--- src/rtl/core/ndwg_pkg.sv ---
// Shared types and codes for the ND-range work-group dispatcher.
// Used by ndwg_enum and ndrange_work_group_dispatcher_top; no dependencies.
package ndwg_pkg;

    // Configuration register indexes
    localparam logic [2:0] REG_GLOBAL_X = 3'd0;
    localparam logic [2:0] REG_GLOBAL_Y = 3'd1;
    localparam logic [2:0] REG_GLOBAL_Z = 3'd2;
    localparam logic [2:0] REG_LOCAL_X  = 3'd3;
    localparam logic [2:0] REG_LOCAL_Y  = 3'd4;
    localparam logic [2:0] REG_LOCAL_Z  = 3'd5;
    localparam logic [2:0] REG_UNIFORM  = 3'd6;
    localparam logic [2:0] REG_QUICK    = 3'd7;

    // Sequencer states
    typedef enum logic [2:0] {
        ST_IDLE,
        ST_DIV_GO,
        ST_DIV_WAIT,
        ST_COUNT,
        ST_ISSUE
    } t_state;

    // Controls from the sequencer to the enumerator
    typedef struct packed {
        logic prep;     // count phase: apply restart, load counts if needed
        logic restart;  // request asked to start over
        logic step;     // issue phase: advance the enumeration
    } t_enum_ctl;

endpackage

--- src/rtl/core/ndrange_work_group_dispatcher_top.sv ---
// With sizes unchanged a request goes from idle through the count and issue states into the
// result register; after a size write the next request first runs three divisions on the
// shared divider, one per dimension.
// Requests are taken one at a time, only in idle; the issue state holds while the result waits.
// Reset: synchronous active-low; sizes return to 1, flags to 0, enumeration restarts.
// Top level; depends on ndwg_pkg, ndwg_div and ndwg_enum.
module ndrange_work_group_dispatcher_top
    import ndwg_pkg::*;
#(
    parameter int GRID_WIDTH  = 32,
    parameter int LOCAL_WIDTH = 16,
    localparam int CFG_W   = (GRID_WIDTH > LOCAL_WIDTH) ? GRID_WIDTH : LOCAL_WIDTH,
    localparam int PAY_W   = 3 * GRID_WIDTH + 3 * LOCAL_WIDTH,
    localparam int TDATA_W = ((PAY_W + 7) / 8) * 8
) (
    input  logic               i_clk,
    input  logic               i_rst_n,
    // Configuration write channel
    input  logic               i_cfg_valid,
    output logic               o_cfg_ready,
    input  logic [2:0]         i_cfg_index,
    input  logic [CFG_W-1:0]   i_cfg_data,
    // Request stream
    input  logic               s_axis_tvalid,
    output logic               s_axis_tready,
    input  logic [7:0]         s_axis_tdata,   // [0] restart, rest zero
    // Result stream
    output logic               m_axis_tvalid,
    input  logic               m_axis_tready,
    output logic [TDATA_W-1:0] m_axis_tdata,   // group_x, group_y, group_z,
                                               // extent_x, extent_y, extent_z, pad
    output logic               m_axis_tuser    // done_res
);

    // Configuration registers
    logic [GRID_WIDTH-1:0]  r_glb [3];
    logic [LOCAL_WIDTH-1:0] r_loc [3];
    logic                   r_uniform;
    logic                   r_quick;

    // Sequencer
    t_state                 r_state, n_state;
    logic [1:0]             r_dim;
    logic                   r_div_ok;
    logic                   r_restart;

    // Division results per dimension
    logic [GRID_WIDTH-1:0]  r_quo [3];
    logic [LOCAL_WIDTH-1:0] r_rem [3];

    // Result register
    logic                   r_m_valid;
    logic [TDATA_W-1:0]     r_m_tdata;
    logic                   r_m_tuser;

    logic                   w_in_beat;
    logic                   w_cfg_beat;
    logic                   w_out_free;
    logic                   w_div_start;
    logic                   w_div_done;
    logic [GRID_WIDTH-1:0]  w_div_quo;
    logic [LOCAL_WIDTH-1:0] w_div_rem;
    logic [LOCAL_WIDTH-1:0] w_leff [3];
    logic [2:0]             w_rem_nz;
    t_enum_ctl              w_ctl;
    logic [GRID_WIDTH-1:0]  w_group [3];
    logic                   w_issue;
    logic [LOCAL_WIDTH-1:0] w_ext [3];
    logic                   w_load_out;

    assign o_cfg_ready = 1'b1;
    assign w_cfg_beat  = i_cfg_valid && o_cfg_ready;
    assign w_in_beat   = s_axis_tvalid && s_axis_tready;
    assign w_out_free  = !r_m_valid || m_axis_tready;

    // Effective local size (zero acts as one), remainder flags, extents
    always_comb begin
        for (int d = 0; d < 3; d++) begin
            w_leff[d]   = (r_loc[d] == '0) ? LOCAL_WIDTH'(1) : r_loc[d];
            w_rem_nz[d] = (r_rem[d] != '0);
            w_ext[d]    = (w_group[d] >= r_quo[d]) ? r_rem[d] : w_leff[d];
        end
    end

    // Configuration writes
    always_ff @(posedge i_clk) begin
        if (!i_rst_n) begin
            for (int d = 0; d < 3; d++) begin
                r_glb[d] <= GRID_WIDTH'(1);
                r_loc[d] <= LOCAL_WIDTH'(1);
            end
            r_uniform <= 1'b0;
            r_quick   <= 1'b0;
        end else if (w_cfg_beat) begin
            unique case (i_cfg_index)
                REG_GLOBAL_X: r_glb[0]  <= i_cfg_data[GRID_WIDTH-1:0];
                REG_GLOBAL_Y: r_glb[1]  <= i_cfg_data[GRID_WIDTH-1:0];
                REG_GLOBAL_Z: r_glb[2]  <= i_cfg_data[GRID_WIDTH-1:0];
                REG_LOCAL_X:  r_loc[0]  <= i_cfg_data[LOCAL_WIDTH-1:0];
                REG_LOCAL_Y:  r_loc[1]  <= i_cfg_data[LOCAL_WIDTH-1:0];
                REG_LOCAL_Z:  r_loc[2]  <= i_cfg_data[LOCAL_WIDTH-1:0];
                REG_UNIFORM:  r_uniform <= i_cfg_data[0];
                REG_QUICK:    r_quick   <= i_cfg_data[0];
                default: ;
            endcase
        end
    end

    // Next state
    always_comb begin
        n_state = r_state;
        unique case (r_state)
            ST_IDLE: begin
                if (w_in_beat) begin
                    n_state = r_div_ok ? ST_COUNT : ST_DIV_GO;
                end
            end
            ST_DIV_GO:   n_state = ST_DIV_WAIT;
            ST_DIV_WAIT: begin
                if (w_div_done) begin
                    n_state = (r_dim == 2'd2) ? ST_COUNT : ST_DIV_GO;
                end
            end
            ST_COUNT:    n_state = ST_ISSUE;
            ST_ISSUE: begin
                if (w_out_free) begin
                    n_state = ST_IDLE;
                end
            end
            default:     n_state = ST_IDLE;
        endcase
    end

    // Sequencer outputs
    always_comb begin
        s_axis_tready = 1'b0;
        w_div_start   = 1'b0;
        w_ctl         = '0;
        w_load_out    = 1'b0;
        w_ctl.restart = r_restart;
        unique case (r_state)
            ST_IDLE:     s_axis_tready = 1'b1;
            ST_DIV_GO:   w_div_start   = 1'b1;
            ST_DIV_WAIT: ;
            ST_COUNT:    w_ctl.prep    = 1'b1;
            ST_ISSUE: begin
                w_ctl.step = w_out_free;
                w_load_out = w_out_free;
            end
            default: ;
        endcase
    end

    // Sequencer registers and division bookkeeping
    always_ff @(posedge i_clk) begin
        if (!i_rst_n) begin
            r_state  <= ST_IDLE;
            r_dim    <= 2'd0;
            r_div_ok <= 1'b0;
        end else begin
            r_state <= n_state;
            if (w_in_beat) begin
                r_dim <= 2'd0;
            end else if (r_state == ST_DIV_WAIT && w_div_done) begin
                r_dim <= r_dim + 2'd1;
                if (r_dim == 2'd2) begin
                    r_div_ok <= 1'b1;
                end
            end
            // any size write makes the stored quotients stale
            if (w_cfg_beat && i_cfg_index <= REG_LOCAL_Z) begin
                r_div_ok <= 1'b0;
            end
        end
    end

    always_ff @(posedge i_clk) begin
        if (w_in_beat) begin
            r_restart <= s_axis_tdata[0];
        end
        if (r_state == ST_DIV_WAIT && w_div_done) begin
            r_quo[r_dim] <= w_div_quo;
            r_rem[r_dim] <= w_div_rem;
        end
    end

    ndwg_div #(
        .GRID_WIDTH  (GRID_WIDTH),
        .LOCAL_WIDTH (LOCAL_WIDTH)
    ) u_div (
        .i_clk      (i_clk),
        .i_rst_n    (i_rst_n),
        .i_start    (w_div_start),
        .i_dividend (r_glb[r_dim]),
        .i_divisor  (w_leff[r_dim]),
        .o_done     (w_div_done),
        .o_quo      (w_div_quo),
        .o_rem      (w_div_rem)
    );

    ndwg_enum #(
        .GRID_WIDTH (GRID_WIDTH)
    ) u_enum (
        .i_clk     (i_clk),
        .i_rst_n   (i_rst_n),
        .i_ctl     (w_ctl),
        .i_quo     (r_quo),
        .i_rem_nz  (w_rem_nz),
        .i_uniform (r_uniform),
        .i_quick   (r_quick),
        .o_group   (w_group),
        .o_issue   (w_issue)
    );

    // Result register; a done beat carries all-zero data
    always_ff @(posedge i_clk) begin
        if (!i_rst_n) begin
            r_m_valid <= 1'b0;
        end else if (w_load_out) begin
            r_m_valid <= 1'b1;
        end else if (m_axis_tready) begin
            r_m_valid <= 1'b0;
        end
        if (w_load_out) begin
            r_m_tdata <= w_issue ?
                TDATA_W'({w_ext[2], w_ext[1], w_ext[0],
                          w_group[2], w_group[1], w_group[0]}) : '0;
            r_m_tuser <= !w_issue;
        end
    end

    assign m_axis_tvalid = r_m_valid;
    assign m_axis_tdata  = r_m_tdata;
    assign m_axis_tuser  = r_m_tuser;

    // A done beat never carries group data
    a_done_zero: assert property (@(posedge i_clk) disable iff (!i_rst_n)
        (m_axis_tvalid && m_axis_tuser) |-> (m_axis_tdata == '0))
        else $error("done beat with nonzero data");

    // The divider only finishes while the sequencer waits on it
    a_div_sync: assert property (@(posedge i_clk) disable iff (!i_rst_n)
        w_div_done |-> (r_state == ST_DIV_WAIT))
        else $error("divider result outside wait state");

    // A request beat always leaves idle and closes the input
    a_req_busy: assert property (@(posedge i_clk) disable iff (!i_rst_n)
        w_in_beat |=> !s_axis_tready)
        else $error("request accepted while still idle");

    // The result register is loaded only when it is free
    a_no_overwrite: assert property (@(posedge i_clk) disable iff (!i_rst_n)
        w_load_out |-> (!m_axis_tvalid || m_axis_tready))
        else $error("result overwritten before taken");

endmodule

--- src/rtl/core/ndwg_div.sv ---
// Shared restoring divider: one quotient bit per cycle.
// Standalone; instantiated by ndrange_work_group_dispatcher_top.
module ndwg_div #(
    parameter int GRID_WIDTH  = 32,
    parameter int LOCAL_WIDTH = 16
) (
    input  logic                   i_clk,
    input  logic                   i_rst_n,
    input  logic                   i_start,
    input  logic [GRID_WIDTH-1:0]  i_dividend,
    input  logic [LOCAL_WIDTH-1:0] i_divisor,   // must be nonzero
    output logic                   o_done,
    output logic [GRID_WIDTH-1:0]  o_quo,
    output logic [LOCAL_WIDTH-1:0] o_rem
);

    localparam int CW = $clog2(GRID_WIDTH + 1);

    logic                   r_busy, n_busy;
    logic                   r_done, n_done;
    logic [CW-1:0]          r_cnt, n_cnt;
    logic [GRID_WIDTH-1:0]  r_quo, n_quo;
    logic [LOCAL_WIDTH-1:0] r_rem, n_rem;

    logic [LOCAL_WIDTH:0]   w_trial;
    logic [LOCAL_WIDTH:0]   w_diff;
    logic                   w_ge;

    // One restoring step: shift in next dividend bit, try subtract
    always_comb begin
        w_trial = {r_rem, r_quo[GRID_WIDTH-1]};
        w_diff  = w_trial - {1'b0, i_divisor};
        w_ge    = (w_trial >= {1'b0, i_divisor});
    end

    always_comb begin
        n_busy = r_busy;
        n_done = 1'b0;
        n_cnt  = r_cnt;
        n_quo  = r_quo;
        n_rem  = r_rem;
        if (i_start) begin
            n_busy = 1'b1;
            n_cnt  = CW'(GRID_WIDTH);
            n_quo  = i_dividend;
            n_rem  = '0;
        end else if (r_busy) begin
            n_quo = {r_quo[GRID_WIDTH-2:0], w_ge};
            n_rem = w_ge ? w_diff[LOCAL_WIDTH-1:0] : w_trial[LOCAL_WIDTH-1:0];
            n_cnt = r_cnt - 1'b1;
            if (r_cnt == CW'(1)) begin
                n_busy = 1'b0;
                n_done = 1'b1;
            end
        end
    end

    always_ff @(posedge i_clk) begin
        if (!i_rst_n) begin
            r_busy <= 1'b0;
            r_done <= 1'b0;
            r_cnt  <= '0;
        end else begin
            r_busy <= n_busy;
            r_done <= n_done;
            r_cnt  <= n_cnt;
        end
        r_quo <= n_quo;
        r_rem <= n_rem;
    end

    assign o_done = r_done;
    assign o_quo  = r_quo;
    assign o_rem  = r_rem;

endmodule

--- src/rtl/core/ndwg_enum.sv ---
// Group enumerator: counts, cursor, quick-mode progress and exhaustion.
// Depends on ndwg_pkg; quotients and remainder-nonzero flags come from the top level.
module ndwg_enum
    import ndwg_pkg::*;
#(
    parameter int GRID_WIDTH = 32
) (
    input  logic                  i_clk,
    input  logic                  i_rst_n,
    input  t_enum_ctl             i_ctl,
    input  logic [GRID_WIDTH-1:0] i_quo [3],
    input  logic [2:0]            i_rem_nz,
    input  logic                  i_uniform,
    input  logic                  i_quick,
    output logic [GRID_WIDTH-1:0] o_group [3],
    output logic                  o_issue
);

    logic [GRID_WIDTH-1:0] r_cur [3];
    logic [GRID_WIDTH-1:0] r_cnt [3];
    logic                  r_cnt_ok;
    logic [1:0]            r_qiss;
    logic                  r_exh;

    logic                  w_empty;
    logic                  w_multi;
    logic [2:0]            w_wrap;
    logic                  w_quick_path;
    logic                  w_norm_path;

    // Wrap detection per dimension
    always_comb begin
        for (int d = 0; d < 3; d++) begin
            w_wrap[d] = ({1'b0, r_cur[d]} + 1'b1) >= {1'b0, r_cnt[d]};
        end
        w_empty = (r_cnt[0] == '0) || (r_cnt[1] == '0) || (r_cnt[2] == '0);
        w_multi = (r_cnt[0] != GRID_WIDTH'(1)) || (r_cnt[1] != GRID_WIDTH'(1)) ||
                  (r_cnt[2] != GRID_WIDTH'(1));
        w_quick_path = !w_empty && i_quick;
        w_norm_path  = !w_empty && !i_quick && !r_exh;
    end

    // Group selection for this request
    always_comb begin
        o_issue = 1'b0;
        for (int d = 0; d < 3; d++) begin
            o_group[d] = '0;
        end
        if (w_quick_path) begin
            if (r_qiss == 2'd0) begin
                o_issue = 1'b1;
            end else if (r_qiss == 2'd1 && w_multi) begin
                o_issue = 1'b1;
                for (int d = 0; d < 3; d++) begin
                    o_group[d] = r_cnt[d] - 1'b1;
                end
            end
        end else if (w_norm_path) begin
            o_issue = 1'b1;
            for (int d = 0; d < 3; d++) begin
                o_group[d] = r_cur[d];
            end
        end
    end

    // Enumeration state
    always_ff @(posedge i_clk) begin
        if (!i_rst_n) begin
            r_cnt_ok <= 1'b0;
            r_qiss   <= 2'd0;
            r_exh    <= 1'b0;
            for (int d = 0; d < 3; d++) begin
                r_cur[d] <= '0;
            end
        end else if (i_ctl.prep) begin
            if (i_ctl.restart) begin
                r_qiss <= 2'd0;
                r_exh  <= 1'b0;
                for (int d = 0; d < 3; d++) begin
                    r_cur[d] <= '0;
                end
            end
            r_cnt_ok <= 1'b1;
        end else if (i_ctl.step) begin
            if (w_quick_path) begin
                if (r_qiss == 2'd0) begin
                    r_qiss <= 2'd1;
                end else if (r_qiss == 2'd1) begin
                    r_qiss <= 2'd2;
                end
            end else if (w_norm_path) begin
                // x fastest, then y, then z
                r_cur[0] <= w_wrap[0] ? '0 : r_cur[0] + 1'b1;
                if (w_wrap[0]) begin
                    r_cur[1] <= w_wrap[1] ? '0 : r_cur[1] + 1'b1;
                    if (w_wrap[1]) begin
                        r_cur[2] <= w_wrap[2] ? '0 : r_cur[2] + 1'b1;
                        if (w_wrap[2]) begin
                            r_exh <= 1'b1;
                        end
                    end
                end
            end
        end
    end

    // Group counts: round up unless uniform groups are required
    always_ff @(posedge i_clk) begin
        if (i_ctl.prep && (i_ctl.restart || !r_cnt_ok)) begin
            for (int d = 0; d < 3; d++) begin
                r_cnt[d] <= i_quo[d] +
                    {{(GRID_WIDTH-1){1'b0}}, (!i_uniform && i_rem_nz[d])};
            end
        end
    end

endmodule

--- config.mk ---
export PLATFORM = sky130hd
export DESIGN_NAME = ndrange_work_group_dispatcher_top
export DESIGN_NICKNAME = d
export VERILOG_FILES = /design/src/rtl/core/ndwg_pkg.sv /design/src/rtl/core/ndrange_work_group_dispatcher_top.sv /design/src/rtl/core/ndwg_div.sv /design/src/rtl/core/ndwg_enum.sv
export SDC_FILE = /design/constraint.sdc
export NUM_CORES = 1
export LEC_CHECK = 0
export BUFFER_PORTS_ARGS = -buffer_cell sky130_fd_sc_hd__buf_4
export CAP_MARGIN = 20
export CORE_MARGIN = 2
export CORE_UTILIZATION = 60
export CTS_BUF_LIST = sky130_fd_sc_hd__clkbuf_16
export CTS_CLUSTER_SIZE = 16
export DETAILED_ROUTE_END_ITERATION = 8
export PLACE_DENSITY = 0.84
export SETUP_SLACK_MARGIN = 0.02
export SYNTH_ARGS = -nofsm -noshare
export SYNTH_HDL_FRONTEND = slang
export SYNTH_SLANG_ARGS = --single-unit
--- constraint.sdc ---
create_clock -name i_clk -period 15.5 [get_ports i_clk]
set_clock_uncertainty 0.2 [all_clocks]
set_input_delay 0.775 -clock i_clk [delete_from_list [all_inputs] [get_ports i_clk]]
set_output_delay 0.775 -clock i_clk [all_outputs]
set_load 0.005 [all_outputs]
======== Word level (Yosys, flattened, before mapping) ========
Memories as Yosys holds them, arrays and structs flattened. A register that Yosys moved wholly into a read port is not among the register bits.
Cells that the tools add are included.
word-level totals
  register bits ........................... 311
  latch bits .............................. 0
  bits in writable memories ............... 384
  ROM bits ................................ 0
  input bits .............................. 48
  word-level logic and storage cells ...... 270
  memories ................................ 5
operators by class
  add/subtract/negate cells ............... 15
  $mul .................................... 0
  div/mod/pow operators ................... 0
  $lt $le $gt $ge ......................... 10
  equality and inequality tests ........... 22
  shift-type cells ........................ 0
  mux-type cells .......................... 125
  bitwise gates (word level) .............. 16
  reductions and logical operators ........ 56
memories
  memory        depth  width  read ports  clocked after memory_dff  write ports  RTL line                                 RTL
  r_glb         3      32     1           1                         3            ndrange_work_group_dispatcher_top.sv:36  logic [GRID_WIDTH-1:0] r_glb [3];
  u_enum.r_cnt  3      32     3           0                         3            ndwg_enum.sv:20                          logic [GRID_WIDTH-1:0] r_cnt [3];
  u_enum.r_cur  3      32     3           0                         3            ndwg_enum.sv:19                          logic [GRID_WIDTH-1:0] r_cur [3];
  r_loc         3      16     3           0                         3            ndrange_work_group_dispatcher_top.sv:37  logic [LOCAL_WIDTH-1:0] r_loc [3];
  r_rem         3      16     3           0                         1            ndrange_work_group_dispatcher_top.sv:49  logic [LOCAL_WIDTH-1:0] r_rem [3];
operator list
  operator               number
  $mux 32                15
  $mux 96                4
  $mux 16                12
  $add 32x1->33 const B  3
  $ge 33x32->1           3
  $add 32x1->32          3
  $add 32x1->32 const B  3
  $bwmux 96              1
  $ge 32x32->1           3
  $logic_not 32->1       3
  $ne 32x1->1 const B    3
  $sub 32x1->32 const B  3
  $mux 1                 75
  $demux 32 s2           1
  $logic_not 16->1       3
  $reduce_bool 16->1     3
  $bmux 16 s2            1
  $mux 2                 10
  $ge 17x16->1           1
  $reduce_bool 2->1      8
  $sub 16x16->16         1
  $eq 3x3->1 const B     5
  $pmux 3 s5             1
  $eq 3x2->1 const B     4
  28 further kinds       75

======== Logic depth before layout (Yosys ltp) ========
Gate-level depths: netlist (run 1).
An unclocked memory read counts as a cell.
  depth in word-level cells ............... 14
  depth in mapped cells ................... 22

======== Hierarchy ========
A second synthesis (run 1) with hierarchy kept.
unflattened totals
  cells, all modules ...................... 3,309
  area total of the unflattened synthesis .. 37,641.1 µm²
modules (own cells, without submodules)
  module                             instances  cells each  area an instance (µm²)  seq. area each (µm²)
  ndrange_work_group_dispatcher_top  1          1,356       19,069.5                13,252.7
  ndwg_enum                          1          1,641       15,274.6                5,845.6
  ndwg_div                           1          312         3,296.9                 1,441.4

======== Least setup slack after synthesis (run 1) ========
OpenSTA, ideal clock, no wires.
  kind .................................... reg2reg
  start ................................... register r_state[2]
  end ..................................... memory u_enum.r_cur[2][0] (netlist: u_enum.r_cur[0][64]) (enable)
  data arrival time ....................... 10.322 ns
  data required time ...................... 14.834 ns
  setup slack ............................. 4.513 ns
  stages on the path, launching flop included .. 6
  buffers on the path ..................... 1
  clock period less this slack ............ 10.987 ns
  cell sequence ........................... dfxtp_1 > clkbuf_1 > nor3b_1 > nor2b_1 > nand2_1 > o21ai_0
RTL lines
  what                      RTL line                                  RTL
  start: declaration        ndrange_work_group_dispatcher_top.sv:42   t_state r_state, n_state;
  start signal: assignment  ndrange_work_group_dispatcher_top.sv:161  r_state <= n_state;
  end: declaration          ndwg_enum.sv:19

==> results.cfg, run 1 <==
[clocking]
clk_pin_slew_worst_paths_ps = 60
cts_buffer_depth = 3
cts_inserted_buffers = 72
cts_root_buf = clkbuf_16
hold_buffers = 0
numClockSinks = 697
cts_setup_buffers = 0
htreeDepth = 3
cts.repair.resized = 0
cts_tree = yes
clock_latency_ps = 630

[worst_setup_path]
worstPathArrival_ps = 6810
critPathLaunchType = flip-flop
cp-end-kind = flip-flop
required_ps = 15660
crit_type = reg -> reg
worst-path-max-fanout = 70

[yosys]
syn_avg_cell_area_um2 = 11.4
synth_seq_cells = 697
yosys-top-cells-area = edfxtp_1, ha_1, xnor2_1, mux2i_1, nand2_1
synth-compound-area-share_pct = 8.20
synth_area_um2 = 36600
synth_top_family_by_area = simple AND/OR/NAND/NOR gates
synth-xor-area-share_pct = 6.72
synth-adder-area-share_pct = 7.88
synth.area.mux_share_pct = 3.04
synth_cells = 3224
synth_ff_type = edfxtp_1
synth.largest_area_cell = edfxtp_1
synth-simple-area-share_pct = 14.7
yosysMostFrequentCell = edfxtp_1
synth_cell_type_count = 76
synth_commonest_cells = edfxtp_1, nand2_1, xnor2_1, ha_1
ys_warn_count = 0
synth.top_cell.area_share_pct = 54.0
synth_edf_count = 658
async_flop_share_pct = 0
synth_fp_nets = 3502
ys_seq_area_share_pct = 56.1

[cells_and_area]
final_util_pct = 68.5
n_antenna_cell = 0
area_growth_syn_to_layout_pct = 12.9
fin_nets = 3698
drive_above_1_share_pct = 10.4

[routing]
drtPass1Iterations = 6
drc_errors = 0
viasPerCell = 6.12
ant_nets = 0
drtIter0Drc = 2764
routed_wl_mm = 90.9
wl_per_cell_um = 21.3
vias = 26100

[timing]
rsz0062_at_grt = no
hold_viol_final = 0
setup_tns_ps = 0
timing.fmax_mhz = 150
worst_pin_slew_ps = 1130
slew-limit-headroom_pct = 24.5
finalSetupViolCount = 0
slew_viol_final = 0
post-route-period-util_pct = 42.9
fin_crit_ps = 6650

[floorplanning]
start_util_pct = 60.6
io_pins = 196
die_x_um = 251
coreArea_um2 = 60400
num_rows = 90
die-area_um2 = 63000
chipHeight_um = 251

[placement]
port_buffers = 187
globalplace.congestion = 0.947
dp_hpwl_mm = 65.4

[global_route]
grt_pass1_wl_mm = 140
overflow = 0
grt.total_usage_pct = 28.7
grt_pass1_vias = 25100
antenna_found_initial = 1
grt_max_degree = 71

[pwr]
ir_drop_v = 0.0000993
leakage_nw = 15.8
finalPower_mw = 4.46
p_per_area_nw_per_um2 = 108

[hold_path]
min_path_type = in -> reg

[run]
cap_violations = 0

[status]
status = finished clean
## flip-flops by register name, summed over array words and instances, names as in the netlist, 2 cells and up, named ones only
name and count:
m_axis_tdata 144, r_dim 2, r_glb 96, r_loc 48
r_quo 96, r_rem 48, r_state 3, u_div.o_quo 32
u_div.o_rem 16, u_div.r_cnt 6, u_enum.r_cnt 96, u_enum.r_cur 96
u_enum.r_qiss 2
## logic make-up after synthesis
group	after synthesis
and+or+nand+nor	1067
DFF	697
AOI/OAI and AO/OA	532
buffers and inverters	305
xor gates and xnor gates	281
adders and majority gates	230
muxes	111
other	1
## worst max-delay path: stages (launching register included)
cell	delay [ps]
edfxtp_1	480
or4_1	630
nor4_2	200
nand2_1	260
nor2_2	460
a21oi_2	240
nand4_4	560
buf_4	630
o21ai_0	230
ha_1	360
a21oi_1	80
o21ai_0	250
a41oi_1	80
nor3_1	180
o21ai_0	110
o21ai_2	870
mux2i_1	460
nor2_1	70
## metrics by stage
step	hold slack, ps	cells	area, um2	setup slack [ps]
CTS	142	4256	41200	8920
floorplan	226	3224	36600	4510
global route	157	4261	41300	8400
detailed placement	255	4123	38900	8930
finish	163	4261	41300	8850
global placement	245	4122	38800	9070
## placed cells by master, fill, tap and decap left out, types with 6 or more instances in the layout
| master | instances |
|---|---|
| edfxtp_1 | 658 |
| nand2_1 | 278 |
| xnor2_1 | 247 |
| ha_1 | 229 |
| inv_1 | 228 |
| nor2_1 | 213 |
| buf_4 | 208 |
| o21ai_1 | 139 |
| o21ai_0 | 135 |
| a21oi_1 | 133 |
| nand3_1 | 111 |
| mux2i_1 | 110 |
| nor2b_1 | 106 |
| clkbuf_16 | 74 |
| nor3_1 | 67 |
| nand4_1 | 66 |
| nor4_1 | 55 |
| and2_1 | 53 |
| dfxtp_1 | 37 |
| xor2_1 | 34 |
| a21o_1 | 27 |
| and4_1 | 23 |
| and3_1 | 23 |
| nand2b_1 | 16 |
| a211oi_1 | 12 |
| clkinv_1 | 12 |
| or4_1 | 11 |
| o21a_1 | 11 |
| a31oi_1 | 8 |
| clkinv_2 | 8 |
| o31ai_1 | 7 |
| or2_2 | 7 |
| o21ai_2 | 7 |
| bufinv_16 | 7 |
| clkinvlp_4 | 7 |
| a41oi_1 | 6 |
| or3_1 | 6 |
## final timing paths
check,from,endpoint,slack (ps),depth (start not counted)
worst max-delay path,u_enum.r_cnt[0][8],m_axis_tdata[114],8850,17
worst min-delay path,s_axis_tdata[0],r_restart,160,1
worst max register to register,u_enum.r_cnt[0][8],m_axis_tdata[114],8850,17
worst min register to register,u_div.r_cnt[1],u_div.r_cnt[1],290,2
## metal layers
layer	part of all wire [%]	wire length [um]	track usage [%]
met5	0.012	11	0
met4	4.1	3760	12.1
met3	9.1	8250	4.40
met2	47	42700	46.7
met1	40	36200	38.8
## power by group
| part | internal, mW | switching [mW] | total [mW] |
|---|---|---|---|
| Combinational | 0.190 | 0.255 | 0.445 |
| Clock | 0.994 | 0.753 | 1.75 |
| Sequential | 2.16 | 0.110 | 2.27 |
| Total | 3.35 | 1.12 | 4.46 |
## area by class of cell
cell class              instances  area [um2]
clock buffers                  74        1850
fillers                      4207       19000
clock inverters                59         526
well taps                     782         978
multi-input cells            2222       14900
repair buffers                214        1670
flip-flops and latches        697       20500
inverters                     213         800
Power figures use the tool's default switching activity.
==> run 2, diff against run 1 <==
==> constraint.sdc (replaced) <==
create_clock -name i_clk -period 6.8 [get_ports i_clk]
set_clock_uncertainty 0.2 [all_clocks]
set_input_delay 0.34 -clock i_clk [delete_from_list [all_inputs] [get_ports i_clk]]
set_output_delay 0.34 -clock i_clk [all_outputs]
set_load 0.005 [all_outputs]
==> run 2 against run 1 <==
Net effect:
- clock power rose by 120%
- die area did not move
- sequential power rose by 130%
- sequential share of layout area fell by 0.41 points
- maximum frequency rose by 12%
- core utilization rose by 0.57 points
- combinational power rose by 130%
- via count barely moved
- worst hold slack got worse by 73 ps
- non-clock buffer count rose by 45
- critical path depth did not move
- largest power group unchanged
==> results.cfg, run 2 (synthesized netlist as in run 1, its figures left out) <==
[floorplanning]
die_x_um = 251
start_util_pct = 60.6
die-area_um2 = 63000
num_rows = 90
io_pins = 196
coreArea_um2 = 60400
chipHeight_um = 251

[worst_setup_path]
reg2reg_slack_ps = 860
crit_type = reg -> reg
required_ps = 6940
worstPathArrival_ps = 6080
cp-end-kind = flip-flop
worst-path-max-fanout = 63
critPathLaunchType = flip-flop

[timing]
rsz0062_at_grt = no
slew_viol_final = 0
hold_viol_final = 0
setup_tns_ps = 0
finalSetupViolCount = 0
slew-limit-headroom_pct = 24.3
timing.fmax_mhz = 168
worst_pin_slew_ps = 1130
post-route-period-util_pct = 87.3
fin_crit_ps = 5940

[global_route]
grt_pass1_vias = 25000
overflow = 0
grt_pass1_wl_mm = 141
antenna_found_initial = 0
grt.total_usage_pct = 29.0
grt_max_degree = 79

[routing]
wl_per_cell_um = 21.3
drc_errors = 0
vias = 26100
viasPerCell = 6.06
drtIter0Drc = 2692
ant_nets = 0
drtPass1Iterations = 6
routed_wl_mm = 91.7

[clocking]
cts.repair.resized = 0
cts_buffer_depth = 3
numClockSinks = 697
clock_latency_ps = 630
cts_setup_buffers = 0
cts_root_buf = clkbuf_16
hold_buffers = 42
cts_inserted_buffers = 72
clk_pin_slew_worst_paths_ps = 70
cts_tree = yes
htreeDepth = 3

[pwr]
finalPower_mw = 9.98
p_sw_mw = 2.55
p_int_mw = 7.43
combPwrFrac_pct = 10.2
ir_drop_v = 0.000179
leakage_nw = 15.9
swShare_pct = 25.5
p_clk_share_pct = 37.9
p_seq_share_pct = 51.9
p_per_area_nw_per_um2 = 240

[hold_path]
min_path_type = in -> reg

[cells_and_area]
n_antenna_cell = 0
largest_reg_flops = 144
fin_nets = 3743
final_cell_area_um2 = 41700
fillCellCount = 4181
drive_above_1_share_pct = 10.4
layout_commonest_cell = edfxtp_1
area_growth_syn_to_layout_pct = 13.8
most-common-layout-cells = edfxtp_1, nand2_1, xnor2_1, ha_1, inv_1

[status]
status = finished clean

[placement]
port_buffers = 187
place_area_um2 = 38900
globalplace.congestion = 0.959
dp_hpwl_mm = 65.4

[run]
cap_violations = 0
## run 2: cell count changes in the layout (fill, tap and decap cells not counted), sizes merged
| cell | previous run | this run |
|---|---|---|
| dlygate4sd3 | 0 | 42 |
| clkinv | 24 | 32 |
| bufinv | 7 | 2 |
| buf | 213 | 216 |
| inv | 234 | 232 |
| clkbuf | 75 | 74 |
## run 2: power groups by stage
| stage | logic, mW | registers (mW) | clock network, mW |
|---|---|---|---|
| floorplan | 0.742 | 5.13 | 0 |
| global placement | 0.938 | 5.24 | 0 |
| detailed placement | 0.972 | 5.25 | 0 |
| CTS | 1.00 | 5.16 | 3.81 |
| global route | 1.13 | 5.19 | 3.98 |
| finish | 1.02 | 5.18 | 3.78 |
## run 2: area by class of cell
type	count	area, um2	share of cell area (%)
Clock buffer	73	1830	4.39
Clock inverter	60	440	1.06
Inverter	213	800	1.92
Multi-Input combinational cell	2222	14900	35.9
Sequential cell	697	20500	49.3
Tap cell	782	978	2.35
Timing Repair Buffer	259	2120	5.10
## run 2: metal layers
metal,GRT usage (%),vias to the layer above,wire [um]
met4,12.3,0,3980
met2,47.2,1216,43600
met3,4.81,238,7720
met5,0,-,0
li1,-,12200,-
met1,39.0,12400,36400
## run 2: critical path, stage by stage, from the launching register on
cell and delay, ps:
edfxtp_1 470, or4_1 640, nor3_2 390, nand4_1 310, o22ai_1 240, a21oi_2 130, nand4_4 460, buf_12 310
o21ai_1 120, ha_1 290, and3_1 190, a221oi_1 320, o21ai_0 160, o22a_1 280, o21ai_2 240, buf_4 360
mux2i_1 370, nor2_1 100
## run 2: worst paths after layout
kind,cells past startpoint,to,start
max,17,m_axis_tdata[100],u_enum.r_cnt[0][68]
min,5,r_uniform,i_cfg_index[1]
max reg2reg,17,m_axis_tdata[100],u_enum.r_cnt[0][68]
min reg2reg,2,u_div.r_cnt[0],u_div.r_cnt[0]
## run 2: per-stage QoR
step | hold WS, ps | util (%) | cells | setup slack (ps)
2_1_floorplan | 226 | - | 3224 | 413
3_3_place_gp | 247 | 64.4 | 4127 | 1040
3_5_place_dp | 261 | 64.5 | 4128 | 975
4_1_cts | 73.7 | 68.9 | 4303 | 951
5_1_grt | 86.8 | 69.0 | 4306 | 626
6_report | 89.9 | 69.0 | 4306 | 860
